===== src/bdlp_pkg.sv =====
// Shared types and constants for the button debouncer with long-press detection.
// No dependencies; used by every module under src.
`timescale 1ns / 1ps

package bdlp_pkg;

  localparam int CFG_IDX_W  = 8;
  localparam int CFG_DATA_W = 16;
  localparam int POLL_W     = 10;
  localparam int DEB_W      = 10;
  localparam int LONG_W     = 16;

  localparam logic [CFG_IDX_W-1:0] REG_PRESS_LEVEL = 8'd0;
  localparam logic [CFG_IDX_W-1:0] REG_POLL_TICKS  = 8'd1;
  localparam logic [CFG_IDX_W-1:0] REG_DEB_TICKS   = 8'd2;
  localparam logic [CFG_IDX_W-1:0] REG_LONG_TICKS  = 8'd3;

  localparam logic              RST_PRESS_LEVEL = 1'b0;
  localparam logic [POLL_W-1:0] RST_POLL_TICKS  = 10'd20;
  localparam logic [DEB_W-1:0]  RST_DEB_TICKS   = 10'd50;
  localparam logic [LONG_W-1:0] RST_LONG_TICKS  = 16'd0;

  localparam logic [POLL_W-1:0] POLL_MAX = {POLL_W{1'b1}};

  typedef enum logic [1:0] {
    EV_PRESS   = 2'd0,
    EV_RELEASE = 2'd1,
    EV_LONG    = 2'd2
  } ev_kind_t;

  typedef struct packed {
    logic              press_level;
    logic [POLL_W-1:0] poll_ticks;
    logic [DEB_W-1:0]  deb_ticks;
    logic [LONG_W-1:0] long_ticks;
  } cfg_t;

  typedef struct packed {
    logic     valid;
    ev_kind_t kind;
    logic     pressed;
  } step_res_t;

endpackage


===== src/bdlp_cfg.sv =====
// Configuration register file: four registers written over the cfg channel.
// Depends on bdlp_pkg for the register indexes, reset values and cfg_t.
`timescale 1ns / 1ps

module bdlp_cfg
  import bdlp_pkg::*;
(
  input  logic                  clk,
  input  logic                  rst_n,
  input  logic                  wr_en,
  input  logic [CFG_IDX_W-1:0]  wr_index,
  input  logic [CFG_DATA_W-1:0] wr_data,
  output cfg_t                  cfg
);

  cfg_t cfg_r;
  cfg_t cfg_nxt;

  always_comb begin
    cfg_nxt = cfg_r;
    if (wr_en) begin
      unique case (wr_index)
        REG_PRESS_LEVEL: cfg_nxt.press_level = wr_data[0];
        REG_POLL_TICKS:  cfg_nxt.poll_ticks  = wr_data[POLL_W-1:0];
        REG_DEB_TICKS:   cfg_nxt.deb_ticks   = wr_data[DEB_W-1:0];
        REG_LONG_TICKS:  cfg_nxt.long_ticks  = wr_data[LONG_W-1:0];
        default: ;  // drop writes beyond the register list
      endcase
    end
  end

  always_ff @(posedge clk) begin
    if (!rst_n) begin
      cfg_r.press_level <= RST_PRESS_LEVEL;
      cfg_r.poll_ticks  <= RST_POLL_TICKS;
      cfg_r.deb_ticks   <= RST_DEB_TICKS;
      cfg_r.long_ticks  <= RST_LONG_TICKS;
    end else begin
      cfg_r <= cfg_nxt;
    end
  end

  assign cfg = cfg_r;

endmodule


===== src/bdlp_step.sv =====
// Debounce and long-press state with its per-tick update logic.
// Depends on bdlp_pkg for cfg_t, step_res_t and the event codes.
`timescale 1ns / 1ps

module bdlp_step
  import bdlp_pkg::*;
(
  input  logic      clk,
  input  logic      rst_n,
  input  logic      fire,
  input  logic      raw_level,
  input  cfg_t      cfg,
  output step_res_t res
);

  logic              primed_r,  primed_nxt;
  logic              stable_r,  stable_nxt;
  logic              deb_on_r,  deb_on_nxt;
  logic [POLL_W-1:0] poll_cnt_r, poll_cnt_nxt;
  logic [DEB_W-1:0]  deb_cnt_r,  deb_cnt_nxt;
  logic [LONG_W-1:0] long_cnt_r, long_cnt_nxt;
  logic              long_run_r, long_run_nxt;

  logic              level;
  logic              expired;
  logic              changed;
  logic [POLL_W-1:0] poll_inc;
  logic [POLL_W-1:0] interval;

  assign level    = (raw_level == cfg.press_level);
  assign poll_inc = (poll_cnt_r == POLL_MAX) ? poll_cnt_r : poll_cnt_r + 1'b1;
  assign interval = (cfg.poll_ticks == '0) ? POLL_W'(1) : cfg.poll_ticks;

  always_comb begin
    primed_nxt   = primed_r;
    stable_nxt   = stable_r;
    deb_on_nxt   = deb_on_r;
    poll_cnt_nxt = poll_cnt_r;
    deb_cnt_nxt  = deb_cnt_r;
    long_cnt_nxt = long_cnt_r;
    long_run_nxt = long_run_r;
    expired      = 1'b0;
    changed      = 1'b0;
    res.valid    = 1'b0;
    res.kind     = EV_PRESS;

    if (!primed_r) begin
      // first tick only loads the stable state
      primed_nxt   = 1'b1;
      stable_nxt   = level;
      deb_on_nxt   = 1'b0;
      poll_cnt_nxt = '0;
      deb_cnt_nxt  = '0;
    end else begin
      if (long_run_r) begin
        if (long_cnt_r <= LONG_W'(1)) begin
          long_run_nxt = 1'b0;
          long_cnt_nxt = '0;
          expired      = 1'b1;
        end else begin
          long_cnt_nxt = long_cnt_r - 1'b1;
        end
      end

      if (deb_on_r) begin
        if (deb_cnt_r <= DEB_W'(1)) begin
          deb_on_nxt   = 1'b0;
          deb_cnt_nxt  = '0;
          poll_cnt_nxt = '0;
          changed      = (level != stable_r);
        end else begin
          deb_cnt_nxt = deb_cnt_r - 1'b1;
        end
      end else if (poll_inc >= interval) begin
        poll_cnt_nxt = '0;
        if (level != stable_r) begin
          if (cfg.deb_ticks == '0) begin
            changed = 1'b1;
          end else begin
            deb_on_nxt  = 1'b1;
            deb_cnt_nxt = cfg.deb_ticks;
          end
        end
      end else begin
        poll_cnt_nxt = poll_inc;
      end

      if (changed) begin
        stable_nxt = level;
        res.valid  = 1'b1;
        if (level) begin
          res.kind = EV_PRESS;
          if (cfg.long_ticks != '0) begin
            long_run_nxt = 1'b1;
            long_cnt_nxt = cfg.long_ticks;
          end
        end else begin
          // release wins over an expiry on the same tick
          res.kind     = EV_RELEASE;
          long_run_nxt = 1'b0;
          long_cnt_nxt = '0;
        end
      end else if (expired && stable_r) begin
        res.valid = 1'b1;
        res.kind  = EV_LONG;
      end
    end

    res.pressed = stable_nxt;
  end

  always_ff @(posedge clk) begin
    if (!rst_n) begin
      primed_r   <= 1'b0;
      stable_r   <= 1'b0;
      deb_on_r   <= 1'b0;
      poll_cnt_r <= '0;
      deb_cnt_r  <= '0;
      long_cnt_r <= '0;
      long_run_r <= 1'b0;
    end else if (fire) begin
      primed_r   <= primed_nxt;
      stable_r   <= stable_nxt;
      deb_on_r   <= deb_on_nxt;
      poll_cnt_r <= poll_cnt_nxt;
      deb_cnt_r  <= deb_cnt_nxt;
      long_cnt_r <= long_cnt_nxt;
      long_run_r <= long_run_nxt;
    end
  end

endmodule


===== src/button_debounce_long_press.sv =====
// Button debouncer with long-press detection for one button. Each input word is one
// tick of the time base carrying the raw pin level; the block takes one word per
// clock cycle, and a result (press, release or long press) passes from the input
// register through the single state-update stage into the output register. The
// stage stalls only while an unaccepted result holds the output register, and the
// input register then keeps its word. Ticks that cause no event give no word.
// Depends on bdlp_pkg, bdlp_cfg and bdlp_step.
`timescale 1ns / 1ps

module button_debounce_long_press
  import bdlp_pkg::*;
(
  input  logic                  clk,
  input  logic                  rst_n,
  input  logic                  in_tvalid,
  output logic                  in_tready,
  input  logic [7:0]            in_tdata,   // [0] raw_level, [7:1] zero
  output logic                  out_tvalid,
  input  logic                  out_tready,
  output logic [7:0]            out_tdata,  // [0] pressed_now, [7:1] zero
  output logic [1:0]            out_tuser,  // [1:0] event_kind
  input  logic                  cfg_valid,
  output logic                  cfg_ready,
  input  logic [CFG_IDX_W-1:0]  cfg_index,
  input  logic [CFG_DATA_W-1:0] cfg_data
);

  cfg_t      cfg;
  step_res_t res;

  logic     in_valid_r, in_valid_nxt;
  logic     in_level_r;
  logic     out_valid_r, out_valid_nxt;
  ev_kind_t out_kind_r;
  logic     out_pressed_r;
  logic     step_fire;

  assign cfg_ready = 1'b1;

  bdlp_cfg u_cfg (
    .clk      (clk),
    .rst_n    (rst_n),
    .wr_en    (cfg_valid),
    .wr_index (cfg_index),
    .wr_data  (cfg_data),
    .cfg      (cfg)
  );

  bdlp_step u_step (
    .clk       (clk),
    .rst_n     (rst_n),
    .fire      (step_fire),
    .raw_level (in_level_r),
    .cfg       (cfg),
    .res       (res)
  );

  // advance the held word only when the output register can take a result
  assign step_fire = in_valid_r && (!out_valid_r || out_tready);
  assign in_tready = !in_valid_r || step_fire;

  always_comb begin
    in_valid_nxt = in_valid_r;
    if (in_tvalid && in_tready) begin
      in_valid_nxt = 1'b1;
    end else if (step_fire) begin
      in_valid_nxt = 1'b0;
    end

    out_valid_nxt = out_valid_r;
    if (step_fire) begin
      out_valid_nxt = res.valid;
    end else if (out_tready) begin
      out_valid_nxt = 1'b0;
    end
  end

  always_ff @(posedge clk) begin
    if (!rst_n) begin
      in_valid_r  <= 1'b0;
      out_valid_r <= 1'b0;
    end else begin
      in_valid_r  <= in_valid_nxt;
      out_valid_r <= out_valid_nxt;
    end
  end

  always_ff @(posedge clk) begin
    if (in_tvalid && in_tready) begin
      in_level_r <= in_tdata[0];
    end
    if (step_fire && res.valid) begin
      out_kind_r    <= res.kind;
      out_pressed_r <= res.pressed;
    end
  end

  assign out_tvalid = out_valid_r;
  assign out_tdata  = {7'b0, out_pressed_r};
  assign out_tuser  = out_kind_r;

endmodule

===== config.mk =====
export PLATFORM = sky130hd
export DESIGN_NAME = button_debounce_long_press
export DESIGN_NICKNAME = d
export VERILOG_FILES = /design/src/bdlp_pkg.sv /design/src/bdlp_cfg.sv /design/src/bdlp_step.sv /design/src/button_debounce_long_press.sv
export SDC_FILE = /design/constraint.sdc
export NUM_CORES = 1
export LEC_CHECK = 0
export ABC_CLOCK_PERIOD_IN_PS = 4250
export BUFFER_PORTS_ARGS = -buffer_cell sky130_fd_sc_hd__buf_2
export CAP_MARGIN = 0
export CORE_MARGIN = 8
export CORE_UTILIZATION = 54
export DETAILED_ROUTE_END_ITERATION = 10
export GPL_TIMING_DRIVEN = 0
export PLACE_DENSITY = 0.77
export RECOVER_POWER = 100
export SLEW_MARGIN = 10
export SYNTH_ARGS = -nofsm -noshare
export SYNTH_HDL_FRONTEND = slang
export SYNTH_HIERARCHICAL = 1
export SYNTH_SLANG_ARGS = --single-unit

===== constraint.sdc =====
create_clock -name clk -period 4.25 [get_ports clk]
set_input_delay 0.425 -clock clk [delete_from_list [all_inputs] [get_ports clk]]
set_output_delay 0.425 -clock clk [all_outputs]
set_load 0.02 [all_outputs]

Word level (Yosys, flattened, before mapping)
Cells that the tools add are included.

cells by class
  $add $sub $neg = 3
  $mul = 0
  div/mod/pow operators = 0
  magnitude comparators = 3
  eq/ne operators = 10
  shifts and indexed selects = 0
  multiplexer cells = 47
  bitwise logic cells = 0
  reduce and logical (&&, ||, !) cells = 21

operators with widths
  cell                                                                    number
  10-bit two-way mux                                                      12
  16-bit two-way mux                                                      5
  1-bit two-way mux                                                       27
  10-bit zero test                                                        2
  8-bit by 2-bit equality test with 1-bit output, second input constant   2
  16-bit by 1-bit <= comparator with 1-bit output, second input constant  1
  16-bit nonzero test                                                     1
  16-bit by 1-bit subtractor with 16-bit output, second input constant    1
  3-bit inequality test, second input constant                            4
  2-bit AND reduction                                                     6
  10-bit by 1-bit adder with 10-bit output, second input constant         1
  10-bit equality test, second input constant                             1
  10-bit >= comparator                                                    1
  10-bit by 1-bit <= comparator with 1-bit output, second input constant  1
  10-bit by 1-bit subtractor with 10-bit output, second input constant    1
  3-bit two-way mux                                                       3
  8-bit by 1-bit equality test with 1-bit output, second input constant   1
  8-bit zero test                                                         1
  1-bit logical AND                                                       4
  4-bit AND reduction                                                     1
  2-bit nonzero test                                                      2
  1-bit zero test                                                         2
  1-bit logical OR                                                        2
  1-bit equality test                                                     1
  1-bit inequality test                                                   1

storage, ports and cells
  register bits = 83
  bits in latches = 0
  memory bits (writable) = 0
  bits in read-only memories = 0
  output and inout port bits = 13
  logic and storage cells = 100
  memories = 0

Longest topological paths before layout
Gate-level depths: netlist (run 1).

  depth in word-level cells = 9
  mapped depth = 17

Modules after synthesis
Netlist (run 1), hierarchy kept.

by module, submodules not included
  module                      instances  cells an instance  area an instance (um2)  sequential area each (um2)
  bdlp_step                   1          387                3056.7                  800.8
  bdlp_cfg                    1          147                1472.7                  740.7
  button_debounce_long_press  1          28                 307.8                   160.2

Least setup slack after synthesis (run 1)
OpenSTA, ideal clock, no wires.

  path kind = flip-flop to flip-flop
  start point = register u_step.poll_cnt_r[0]
  end point = register u_step.long_cnt_r[6]
  library setup time = 0.068 ns
  data arrival time = 3.892 ns
  setup slack = 0.291 ns
  stages on the path, launching flop included = 18
  buffers on the path = 2
  clock period less this slack = 3.959 ns
  cells stage by stage = dfxtp_1 -> ha_1 -> nand2_1 -> or4_1 -> or2_1 -> clkbuf_1 -> and4_1 -> and3_1 -> xor2_1 -> ha_1 -> inv_1 -> a211oi_1 -> or3_1 -> nor3_2 -> o21bai_2 -> buf_4 -> o41ai_1 -> o2bb2ai_2

on the way
  word-level cells in the longest chain between the ends = 7
  elaborated cells on any way between the ends = 8

RTL lines
  element                                                                                  RTL line          RTL
  start, declared                                                                          bdlp_step.sv:19   logic [POLL_W-1:0] poll_cnt_r, poll_cnt_nxt;
  start signal, assigned                                                                   bdlp_step.sv:125  poll_cnt_r <= poll_cnt_nxt;
  10-bit by 1-bit adder with 10-bit output / 10-bit equality test (equally long branches)  bdlp_step.sv:31   assign poll_inc = (poll_cnt_r == POLL_MAX) ? poll_cnt_r : poll_cnt_r + 1'b1;
  10-bit two-way mux (*)                                                                   bdlp_step.sv:31
  10-bit >= comparator (*)                                                                 bdlp_step.sv:74   end else if (poll_inc >= interval) begin
  1-bit two-way mux (*)                                                                    bdlp_step.sv:74
  1-bit two-way mux (*)                                                                    bdlp_step.sv:65   if (deb_on_r) begin
  1-bit two-way mux (*)                                                                    bdlp_step.sv:47   if (!primed_r) begin
  16-bit two-way mux (*)                                                                   bdlp_step.sv:88   if (changed) begin
  end signal, assigned                                                                     bdlp_step.sv:127  long_cnt_r <= long_cnt_nxt;
  end, declared                                                                            bdlp_step.sv:21   logic [LONG_W-1:0] long_cnt_r, long_cnt_nxt;

Every way passes the cells marked *; elsewhere a longest branch is shown, timed or not. The select of a mux whose other input is x is not followed.
A chain may end at the register's enable or synchronous reset.

Worst setup path in the final report (run 1)
  start point = register u_step.poll_cnt_r[0]
  end point = register u_step.long_cnt_r[2]

The elaborated chain is that of the path after synthesis.

==> results of run 1 <==
[how the worst min path moves through the flow]
stage          slack [ns]                          to  cells past startpoint
3_5_place_dp         0.47  u_cfg/cfg[31]$_SDFFE_PN0P_                      2
4_1_cts              0.24        in_level_r$_DFFE_PP_                      1
3_3_place_gp         0.45  u_cfg/cfg[31]$_SDFFE_PN0P_                      2
5_1_grt              0.23        in_level_r$_DFFE_PP_                      1
2_1_floorplan        0.43  u_cfg/cfg[31]$_SDFFE_PN0P_                      2
6_report             0.25        in_level_r$_DFFE_PP_                      1
[timing repair]
item,in CTS,in global routing
setup buffers,4,0
endpoints found under the setup margin,26,38
pin swaps,1,1
resized for setup,10,11
[stage by stage]
stage               std cells  util (%)  setup TNS, ns  setup slack (ns)
global route              728      62.0       -0.00180          -0.00180
global placement          710      59.2         -0.431            -0.125
finish                    728      62.0              0             0.131
detailed placement        710      59.2          -2.12            -0.262
CTS                       729      62.2              0           0.00335
floorplan                 568         -              0             0.291
[flip-flops by register name, summed over array words and instances (netlist names)]
| register | flops |
|---|---|
| u_step/long_cnt_r | 16 |
| u_step/poll_cnt_r | 10 |
| out_tuser | 2 |
| in_level_r | 1 |
| u_step/primed_r | 1 |
| u_step/deb_cnt_r | 10 |
| out_tvalid | 1 |
| out_pressed_r | 1 |
| u_step/stable_r | 1 |
| u_cfg/cfg | 37 |
| u_step/long_run_r | 1 |
| u_step/deb_on_r | 1 |
| in_valid_r | 1 |
[worst register-to-register path, stage by stage, from the launching register on]
cell and delay, ns:
dfxtp_2 0.39, ha_2 0.23, nand2_1 0.06, or4_1 0.45, or2_1 0.35, and4_4 0.25, and3_1 0.22, xor2_1 0.16
ha_1 0.33, inv_1 0.08, a211oi_2 0.05, or3_1 0.39, o211ai_1 0.23, nand3_2 0.15, buf_4 0.21, o41ai_1 0.36
o2bb2ai_1 0.15
[layout make-up]
type | instances | share of cell area [%]
buffer | 33 | 3.40
sequential | 83 | 31.6
clock buffer | 10 | 2.54
multi-input combinational | 427 | 53.9
clock inverter | 6 | 0.995
inverter | 23 | 1.60
timing repair buffer | 38 | 3.54
tap | 108 | 2.50
[layer usage]
metal / up-vias / GRT usage (%) / wire length, um
met5: - / 0 / 0
met4: 0 / 7.03 / 255
met3: 27 / 5.09 / 770
met2: 149 / 31.3 / 5770
met1: 2023 / 24.9 / 5690
li1: 2114 / - / -
[cells by family (layout without fill, tap and decap cells)]
kind of cell               count (synthesis)  in the layout  synth area share [%]
other                                      2              8                 0.155
DFF                                       83             83                  35.2
xor gates and xnor gates                  15             15                  2.72
AOI/OAI and AO/OA                        105            105                  15.8
and+or+nand+nor                          229            229                  24.9
adders and majority gates                 15             15                  3.88
muxes                                     55             55                  11.4
buffers and inverters                     58            110                  6.00
[cells in the final DEF (no fill, tap or decap), types with 4 or more instances in the layout]
cell type and instances:
a211oi_2 4, a21oi_1 24, a22oi_1 4, a31oi_1 5
and2_1 6, buf_2 32, buf_4 15, clkbuf_1 21
clkbuf_8 10, conb_1 8, dfxtp_1 74, dfxtp_2 5
edfxtp_1 4, ha_1 14, inv_1 23, mux2i_1 53
nand2_1 77, nand3_1 13, nand3b_1 4, nor2_1 46
nor2b_1 10, nor3_1 19, nor4_1 13, o21ai_0 15
o2bb2ai_1 12, o41ai_1 5, or3_1 8, or4_1 5
xnor2_1 9, xor2_1 6
[power groups by stage]
stage	clock network, W	logic [W]	registers, W
after detailed placement	0	0.000108	0.000814
after floorplan	0	0.0000733	0.000812
after global placement	0	0.000105	0.000814
final	0.000555	0.000112	0.000796
after CTS	0.000565	0.000112	0.000796
after global routing	0.000598	0.000121	0.000798
==> results.py, run 1 <==
metrics = {
    "critical_path": {
        "timing.rr.start": "u_step/poll_cnt_r[0]$_SDFFE_PN0P_",
        "endpoint_kind": "flop",
        "worstSetupPathType": "reg2reg",
        "worstSetupPathDepth": 16,
        "worstPathCellList": "ha_2 -> nand2_1 -> or4_1 -> or2_1 -> and4_4 -> and3_1 -> xor2_1 -> ha_1 -> inv_1 -> a211oi_2 -> or3_1 -> o211ai_1 -> nand3_2 -> buf_4 -> o41ai_1 -> o2bb2ai_1",
        "r2r_end": "u_step/long_cnt_r[2]$_SDFFE_PN0P_",
        "critPathLaunchType": "flop",
        "crit_end": "u_step/long_cnt_r[2]$_SDFFE_PN0P_",
        "cp.required_ns": 4.55,
        "crit_buf_inv": 2,
        "cp_slowest_cell": "or4_1",
        "reg2reg_slack_ns": 0.13,
        "cp_slowest_stage_delay_ns": 0.45,
        "reg2reg_depth": 16,
        "startpoint": "u_step/poll_cnt_r[0]$_SDFFE_PN0P_",
        "cp_max_fo": 7,
        "cp_data_arrival_time_ns": 4.42,
        "critPathTopFamily": "simple AND/OR/NAND/NOR gates",
    },
    "power_and_ir_drop": {
        "power_leakage_nw": 2.26,
        "pwr-share-clk_pct": 38.0,
        "p_int_w": 0.00107,
        "switching_share_pct": 26.7,
        "combPwrFrac_pct": 7.6,
        "p_seq_share_pct": 54.4,
        "ir_worst_vdd_mv": 0.182,
        "power_switching_w": 0.000391,
        "finalPower_w": 0.00146,
        "p_per_area_nw_per_um2": 271,
    },
    "min_path": {
        "hp-class": "in2reg",
        "holdCritStartpoint": "in_tdata[0]",
    },
    "route": {
        "drcViolationCount": 0,
        "wl_per_cell_um": 17.1,
        "viasPerCell": 5.92,
        "ant_nets": 0,
        "vias": 4313,
        "drt_pass1_iterations": 6,
        "first_iter_violations": 359,
        "totalWireLength_um": 12500,
    },
    "clock_network": {
        "htree_levels": 3,
        "hold_buffers": 0,
        "cts_tree": "done",
        "ctsRootBufferMaster": "clkbuf_8",
        "clk_pin_slew_ns": 0.09,
        "clock_path_buffers": 2,
        "clock_latency_ns": 0.37,
        "cts_made_buffers": 9,
        "cts.sink_count": 83,
    },
    "placed_design": {
        "port_buffers": 34,
        "place_hpwl_um": 9110,
        "place_congestion": 0.845,
        "placed_area_um2": 5160,
    },
    "final_layout": {
        "final_nets": 667,
        "area_growth_syn_to_layout_pct": 11.8,
        "fin_area_um2": 5410,
        "n_antenna_cell": 0,
        "seq_area_um2": 1710,
        "drive_gt1_share_pct": 16.5,
        "multiInputGateArea_um2": 2910,
        "num-fill-cells": 737,
    },
    "logic_synthesis": {
        "synthCells": 562,
        "synth_flop_cell": "dfxtp_1",
        "ys_warn_count": 6,
        "synth_cell_types": 70,
        "synth_edf_count": 4,
        "synth_top_cells_by_area": "dfxtp_1, mux2i_1, nand2_1",
        "synth-seq-cells": 83,
        "yosysTopAreaCellShare_pct": 32.7,
        "yosys.area.top_type": "dfxtp_1",
        "synthesis.area_um2": 4840,
        "netlist_top_cells_count": "dfxtp_1, nand2_1, mux2i_1, nor2_1, a21oi_1",
        "yosysSeqAreaShare_pct": 35.2,
        "async_reset_ff_share_pct": 0,
        "synth_most_common_cell": "dfxtp_1",
        "synth_area_per_cell_um2": 8.61,
    },
    "global_route": {
        "grt_antenna_before_repair": 0,
        "grt_overflow": 0,
        "grt_pass1_vias": 4192,
        "grt_use_total_pct": 19.6,
        "grt_start_max_net_pins": 17,
        "grt_pass1_wl_um": 20500,
    },
    "sta": {
        "slew_headroom_pct": 43.9,
        "period_share_pct": 96.9,
        "skew_ns": 0.0103,
        "hold_violations": 0,
        "slew_viol_final": 0,
        "fmax_mhz": 243,
        "fin_crit_ns": 4.12,
        "worstMarginPinSlew_ns": 0.830,
        "hold_ws_ns": 0.246,
        "setup_viol": 0,
    },
    "floorplan": {
        "start_util_pct": 55.5,
        "die_width_um": 111,
        "die_h_um": 111,
        "rows": 34,
        "pin_count": 50,
        "core_um2": 8720,
        "dieArea_um2": 12200,
    },
    "job": {
        "maxCapViolations": 0,
    },
    "outcome": {
        "status": "complete, no violations",
    },
}
(Power assumes the default switching activity.)
==> run 2: changes to the inputs <==
--- a/config.mk
+++ b/config.mk
@@ -9,13 +9,13 @@
 export BUFFER_PORTS_ARGS = -buffer_cell sky130_fd_sc_hd__buf_2
 export CAP_MARGIN = 0
 export CORE_MARGIN = 8
-export CORE_UTILIZATION = 54
+export CORE_UTILIZATION = 53
 export DETAILED_ROUTE_END_ITERATION = 10
 export GPL_TIMING_DRIVEN = 0
-export PLACE_DENSITY = 0.77
+export PLACE_DENSITY = 0.76
 export RECOVER_POWER = 100
+export REMOVE_ABC_BUFFERS = 1
 export SLEW_MARGIN = 10
 export SYNTH_ARGS = -nofsm -noshare
 export SYNTH_HDL_FRONTEND = slang
-export SYNTH_HIERARCHICAL = 1
 export SYNTH_SLANG_ARGS = --single-unit
==> results.py, run 2 <==
metrics = {
    "route": {
        "vias": 4042,
        "drt_pass1_iterations": 5,
        "met1_length_um": 5180,
        "drcViolationCount": 0,
        "ant_nets": 0,
        "totalWireLength_um": 11200,
        "viasPerCell": 6.01,
        "wl_met3_um": 835,
        "wl_per_cell_um": 16.7,
        "first_iter_violations": 301,
        "wl_met2_um": 5080,
        "top_layer_used": "met4",
    },
    "power_and_ir_drop": {
        "finalPower_w": 0.00160,
        "p_per_area_nw_per_um2": 322,
        "ir_worst_vdd_mv": 0.162,
        "power_leakage_nw": 2.22,
    },
    "floorplan": {
        "die_h_um": 108,
        "start_util_pct": 54.7,
        "dieArea_um2": 11700,
        "rows": 33,
        "die_width_um": 108,
        "core_um2": 8260,
        "pin_count": 50,
    },
    "logic_synthesis": {
        "yosys.area.top_type": "dfxtp_1",
        "netlist_top_cells_count": "nor2_1, dfxtp_1, nand2_1, mux2i_1, o21ai_0",
        "synth_most_common_cell": "nor2_1",
        "yosysSeqAreaShare_pct": 37.6,
        "async_reset_ff_share_pct": 0,
        "synthCells": 540,
        "synthesis.area_um2": 4520,
        "ys_warn_count": 0,
        "synth_edf_count": 4,
        "synth_flop_cell": "dfxtp_1",
        "synth_cell_types": 64,
        "yosysTopAreaCellShare_pct": 35.0,
        "synth_area_per_cell_um2": 8.37,
        "synth_top_cells_by_area": "dfxtp_1, mux2i_1, nor2_1",
        "synth-seq-cells": 83,
    },
    "global_route": {
        "grt_start_max_net_pins": 49,
        "grt_antenna_before_repair": 0,
        "grt_use_total_pct": 19.0,
        "grt_pass1_wl_um": 17900,
        "grt_overflow": 0,
        "grt_pass1_vias": 3636,
    },
    "clock_network": {
        "htree_levels": 3,
        "cts_tree": "done",
        "cts_setup_buffers": 0,
        "ctsRootBufferMaster": "clkbuf_8",
        "clk_pin_slew_ns": 0.08,
        "clock_latency_ns": 0.35,
        "clock_path_buffers": 2,
        "cts.sink_count": 83,
        "cts_made_buffers": 9,
    },
    "critical_path": {
        "cp_slowest_stage_delay_ns": 0.72,
        "cp_data_arrival_time_ns": 4.19,
        "reg2reg_depth": 13,
        "endpoint_kind": "flop",
        "cp_common_cell": "nor2_1",
        "cp_slowest_cell": "o21ai_2",
        "cp_max_fo": 14,
        "worstPathCellList": "nand4_1 -> nor2_1 -> and4_1 -> nor2_1 -> and3_1 -> xor2_1 -> ha_1 -> a41oi_1 -> or3_1 -> a31oi_2 -> o21ai_2 -> nor3_2 -> a221o_1",
        "critPathLaunchType": "flop",
        "worstSetupPathType": "reg2reg",
        "cp.required_ns": 4.49,
    },
    "min_path": {
        "hp-class": "in2reg",
        "hold_depth": 1,
    },
    "sta": {
        "worstMarginPinSlew_ns": 1.49,
        "rsz0062_at_grt": "no",
        "fin_crit_ns": 3.95,
        "setup_viol": 0,
        "period_share_pct": 92.9,
        "fmax_mhz": 253,
        "hold_violations": 0,
        "skew_ns": 0.00939,
        "slew_headroom_pct": 0.691,
        "slew_viol_final": 0,
        "worst_slack_ns": 0.301,
        "tns_ns": 0,
    },
    "placed_design": {
        "port_buffers": 34,
        "place_congestion": 0.921,
        "place_hpwl_um": 8190,
        "dpl_worst_slack_ns": 0.155,
    },
    "job": {
        "maxCapViolations": 1,
    },
    "final_layout": {
        "drive_gt1_share_pct": 10.7,
        "final_common_cell": "nor2_1",
        "postLayoutCoreUtil_pct": 60.1,
        "n_antenna_cell": 0,
        "largest_register_ffs": 37,
        "final_nets": 615,
        "most-common-layout-cells": "nor2_1, dfxtp_1, nand2_1, mux2i_1",
        "area_growth_syn_to_layout_pct": 9.83,
    },
    "outcome": {
        "violations": "max-capacitance violations",
        "status": "complete, but fails checks",
    },
}
## run 2: changes by cell type after synthesis, sizes merged, moves of 5 or more
cell / previous run / this run
buf: 20 / 14
mux2i: 53 / 47
nand2: 77 / 50
nor2: 48 / 83
nor2b: 10 / 2
nor3: 21 / 16
o21ai: 17 / 31
o22ai: 2 / 7
o2bb2ai: 14 / 5
o41ai: 8 / 1
## run 2: area by class of cell
class	instances	area (um^2)
repair buffers	34	163
inverters	21	78.8
clock inverters	7	139
well taps	105	131
fillers	751	3290
flip-flops and latches	83	1700
clock buffers	9	124
multi-input cells	414	2630
## run 2: what timing repair did
| action | in CTS | in global routing |
|---|---|---|
| gates resized for setup | 0 | 3 |
| hold buffers | 0 | 0 |
| endpoints found under the setup margin | 0 | 17 |
## run 2: metrics by stage
| stage | hold WS, ns | area [um^2] | std cells |
|---|---|---|---|
| after floorplan | 0.433 | 4390 | 518 |
| after global placement | 0.451 | 4690 | 657 |
| after detailed placement | 0.464 | 4700 | 657 |
| after CTS | 0.248 | 4970 | 673 |
| after global routing | 0.231 | 4960 | 673 |
| final | 0.258 | 4960 | 673 |
## run 2: worst paths after layout
check                                    startpoint                                  to  slack, ns
setup / recovery  u_step.poll_cnt_r[3]$_SDFFE_PN0P_  u_step.long_cnt_r[12]$_SDFFE_PN0P_       0.30
hold / removal                          in_tdata[0]                in_level_r$_DFFE_PP_       0.26
setup reg to reg  u_step.poll_cnt_r[3]$_SDFFE_PN0P_  u_step.long_cnt_r[12]$_SDFFE_PN0P_       0.30
hold reg to reg          u_cfg.cfg[30]$_SDFFE_PN1P_          u_cfg.cfg[30]$_SDFFE_PN1P_       0.49
## run 2: where the power goes
group	leakage (nW)	switching (W)	internal, W
clock	0.134	0.000289	0.000450
sequential	0.674	0.00000466	0.000786
combinational	1.41	0.0000506	0.0000209
## run 2: cells by family (layout without fill, tap and decap cells)
group / count (synthesis) / in the layout / synth area share [%]
DFF: 83 / 83 / 37.6
other: 2 / 8 / 0.166
buffers and inverters: 49 / 71 / 5.06
adders and majority gates: 15 / 15 / 4.15
muxes: 50 / 50 / 11.2
xor gates and xnor gates: 13 / 13 / 2.52
and+or+nand+nor: 217 / 217 / 23.2
AOI/OAI and AO/OA: 111 / 111 / 16.1
## run 2: worst max-delay path, delay by kind of cell (launching register included)
kind,cells,cell delay (ns)
and+or+nand+nor,7,1.46
AOI/OAI and AO/OA,4,1.45
DFF,1,0.43
adders and majority gates,1,0.33
xor gates and xnor gates,1,0.15
## run 2: metal layers
metal | vias to the layer above | GRT usage (%)
met5 | - | 0
met4 | 0 | 5.08
met3 | 11 | 4.34
met2 | 127 | 30.1
met1 | 1917 | 25.3
li1 | 1987 | -
==> run 3: changes to the inputs <==
--- a/config.mk
+++ b/config.mk
@@ -5,14 +5,14 @@
 export SDC_FILE = /design/constraint.sdc
 export NUM_CORES = 1
 export LEC_CHECK = 0
-export ABC_CLOCK_PERIOD_IN_PS = 4250
+export ABC_CLOCK_PERIOD_IN_PS = 4200
 export BUFFER_PORTS_ARGS = -buffer_cell sky130_fd_sc_hd__buf_2
 export CAP_MARGIN = 0
 export CORE_MARGIN = 8
-export CORE_UTILIZATION = 53
+export CORE_UTILIZATION = 58
 export DETAILED_ROUTE_END_ITERATION = 10
 export GPL_TIMING_DRIVEN = 0
-export PLACE_DENSITY = 0.76
+export PLACE_DENSITY = 0.79
 export RECOVER_POWER = 100
 export REMOVE_ABC_BUFFERS = 1
 export SLEW_MARGIN = 10
==> constraint.sdc (replaced) <==
create_clock -name clk -period 4.2 [get_ports clk]
set_input_delay 0.42 -clock clk [delete_from_list [all_inputs] [get_ports clk]]
set_output_delay 0.42 -clock clk [all_outputs]
set_load 0.02 [all_outputs]
==> results.py, run 3 (synthesis results as in run 2) <==
metrics = {
    "outcome": {
        "status": "complete, but fails checks",
        "violations": "max-capacitance violations, max-slew violations",
    },
    "clock_network": {
        "ctsRootBufferMaster": "clkbuf_8",
        "clock_latency_ns": 0.36,
        "clock_path_buffers": 2,
        "cts_made_buffers": 9,
        "htree_levels": 3,
        "clk_pin_slew_ns": 0.09,
        "cts.sink_count": 83,
        "cts_tree": "done",
    },
    "sta": {
        "period_share_pct": 94.0,
        "worst_slack_ns": 0.253,
        "worstMarginPinSlew_ns": 1.50,
        "fin_crit_ns": 3.95,
        "skew_ns": 0.0139,
        "hold_ws_ns": 0.234,
        "hold_violations": 0,
        "slew_headroom_pct": -0.0655,
        "slew_viol_final": 1,
        "rsz0062_at_grt": "no",
        "setup_viol": 0,
        "fmax_mhz": 253,
    },
    "route": {
        "wl_per_cell_um": 17.0,
        "first_iter_violations": 270,
        "viasPerCell": 6.11,
        "vias": 4094,
        "ant_nets": 0,
        "totalWireLength_um": 11400,
        "drcViolationCount": 0,
        "drt_pass1_iterations": 5,
    },
    "final_layout": {
        "most-common-layout-cells": "nor2_1, dfxtp_1, nand2_1, mux2i_1",
        "stdcell_count": 670,
        "final_common_cell": "nor2_1",
        "area_growth_syn_to_layout_pct": 8.36,
        "final_nets": 615,
        "drive_gt1_share_pct": 10.4,
        "largest_register_ffs": 37,
        "n_antenna_cell": 0,
        "fin_area_um2": 4900,
    },
    "min_path": {
        "hold_depth": 1,
        "hp-class": "in2reg",
        "holdCritStartpoint": "in_tdata[0]",
    },
    "floorplan": {
        "dieArea_um2": 10900,
        "pin_count": 50,
        "die_h_um": 104,
        "die_width_um": 104,
        "core_um2": 7650,
        "rows": 32,
        "start_util_pct": 59.1,
    },
    "placed_design": {
        "dpl_worst_slack_ns": 0.120,
        "place_hpwl_um": 8200,
        "placed_area_um2": 4700,
        "port_buffers": 34,
        "dp_cells": 654,
        "place_congestion": 0.887,
    },
    "global_route": {
        "grt_antenna_before_repair": 0,
        "grt_use_total_pct": 20.4,
        "grt_pass1_vias": 3793,
        "grt_pass1_wl_um": 18500,
        "grt_overflow": 0,
        "grt_start_max_net_pins": 49,
    },
    "critical_path": {
        "cp.required_ns": 4.51,
        "worstPathCellList": "nand4_1 -> nor2_1 -> nand4_1 -> nand2b_1 -> nor2_1 -> xor2_1 -> ha_1 -> nand4_1 -> or3_1 -> a31oi_1 -> o21ai_4 -> nor3_2 -> a221o_1",
        "cp_common_cell": "nand4_1",
        "cp_slowest_stage_delay_ns": 0.48,
        "endpoint_kind": "flop",
        "reg2reg_depth": 13,
        "worstSetupPathDepth": 13,
        "crit_buf_inv": 0,
        "startpoint": "u_step.poll_cnt_r[4]$_SDFFE_PN0P_",
        "cp_slowest_cell": "a31oi_1",
        "critPathTopFamily": "simple AND/OR/NAND/NOR gates",
        "critPathLaunchType": "flop",
        "cp_max_fo": 14,
        "worstSetupPathType": "reg2reg",
        "timing.rr.start": "u_step.poll_cnt_r[4]$_SDFFE_PN0P_",
        "cp_data_arrival_time_ns": 4.25,
    },
    "power_and_ir_drop": {
        "p_per_area_nw_per_um2": 297,
        "finalPower_w": 0.00145,
        "ir_worst_vdd_mv": 0.176,
        "power_leakage_nw": 2.18,
    },
    "job": {
        "maxCapViolations": 1,
    },
}
-- run 3: final cells by class --
class                      count  area, um^2
clock buffer                  12         145
clock inverter                 4        51.3
fill                         674        2750
inverter                      21        78.8
multi-input combinational    414        2630
sequential                    83        1700
tap                          102         128
timing repair buffer          34         163
-- run 3: repair_timing --
item / CTS / global route
hold buffers: 0 / 0
gates resized for setup: 0 / 4
endpoints found under the setup margin: 0 / 10
buffers inserted: 0 / 0
-- run 3: per-stage QoR --
step / utilization (%) / TNS [ns]
after floorplan: - / 0
after global placement: 61.3 / -0.555
after detailed placement: 61.5 / 0
after CTS: 64.0 / 0
after global routing: 64.1 / 0
final: 64.1 / 0
-- run 3: final timing paths --
kind	endpoint	slack [ns]
worst max register to register	u_step.long_cnt_r[11]$_SDFFE_PN0P_	0.25
worst min register to register	u_step.long_cnt_r[4]$_SDFFE_PN0P_	0.48
worst min-delay path	in_level_r$_DFFE_PP_	0.23
worst max-delay path	u_step.long_cnt_r[11]$_SDFFE_PN0P_	0.25
-- run 3: per-layer routing --
layer	global-route usage, %	up-vias	share of wire, %	wire length (um)
li1	-	1970	-	-
met1	27.1	1914	46	5290
met2	30.7	186	43	4940
met3	4.83	24	8.1	917
met4	9.10	0	2.1	237
met5	0	-	0	0
-- run 3: power by group --
part	leakage [nW]	switching [W]	total, W	internal [W]
registers	0.674	0.00000481	0.000800	0.000795
logic	1.41	0.0000518	0.0000730	0.0000212
clock network	0.0966	0.000289	0.000581	0.000292
total	2.18	0.000345	0.00145	0.00111
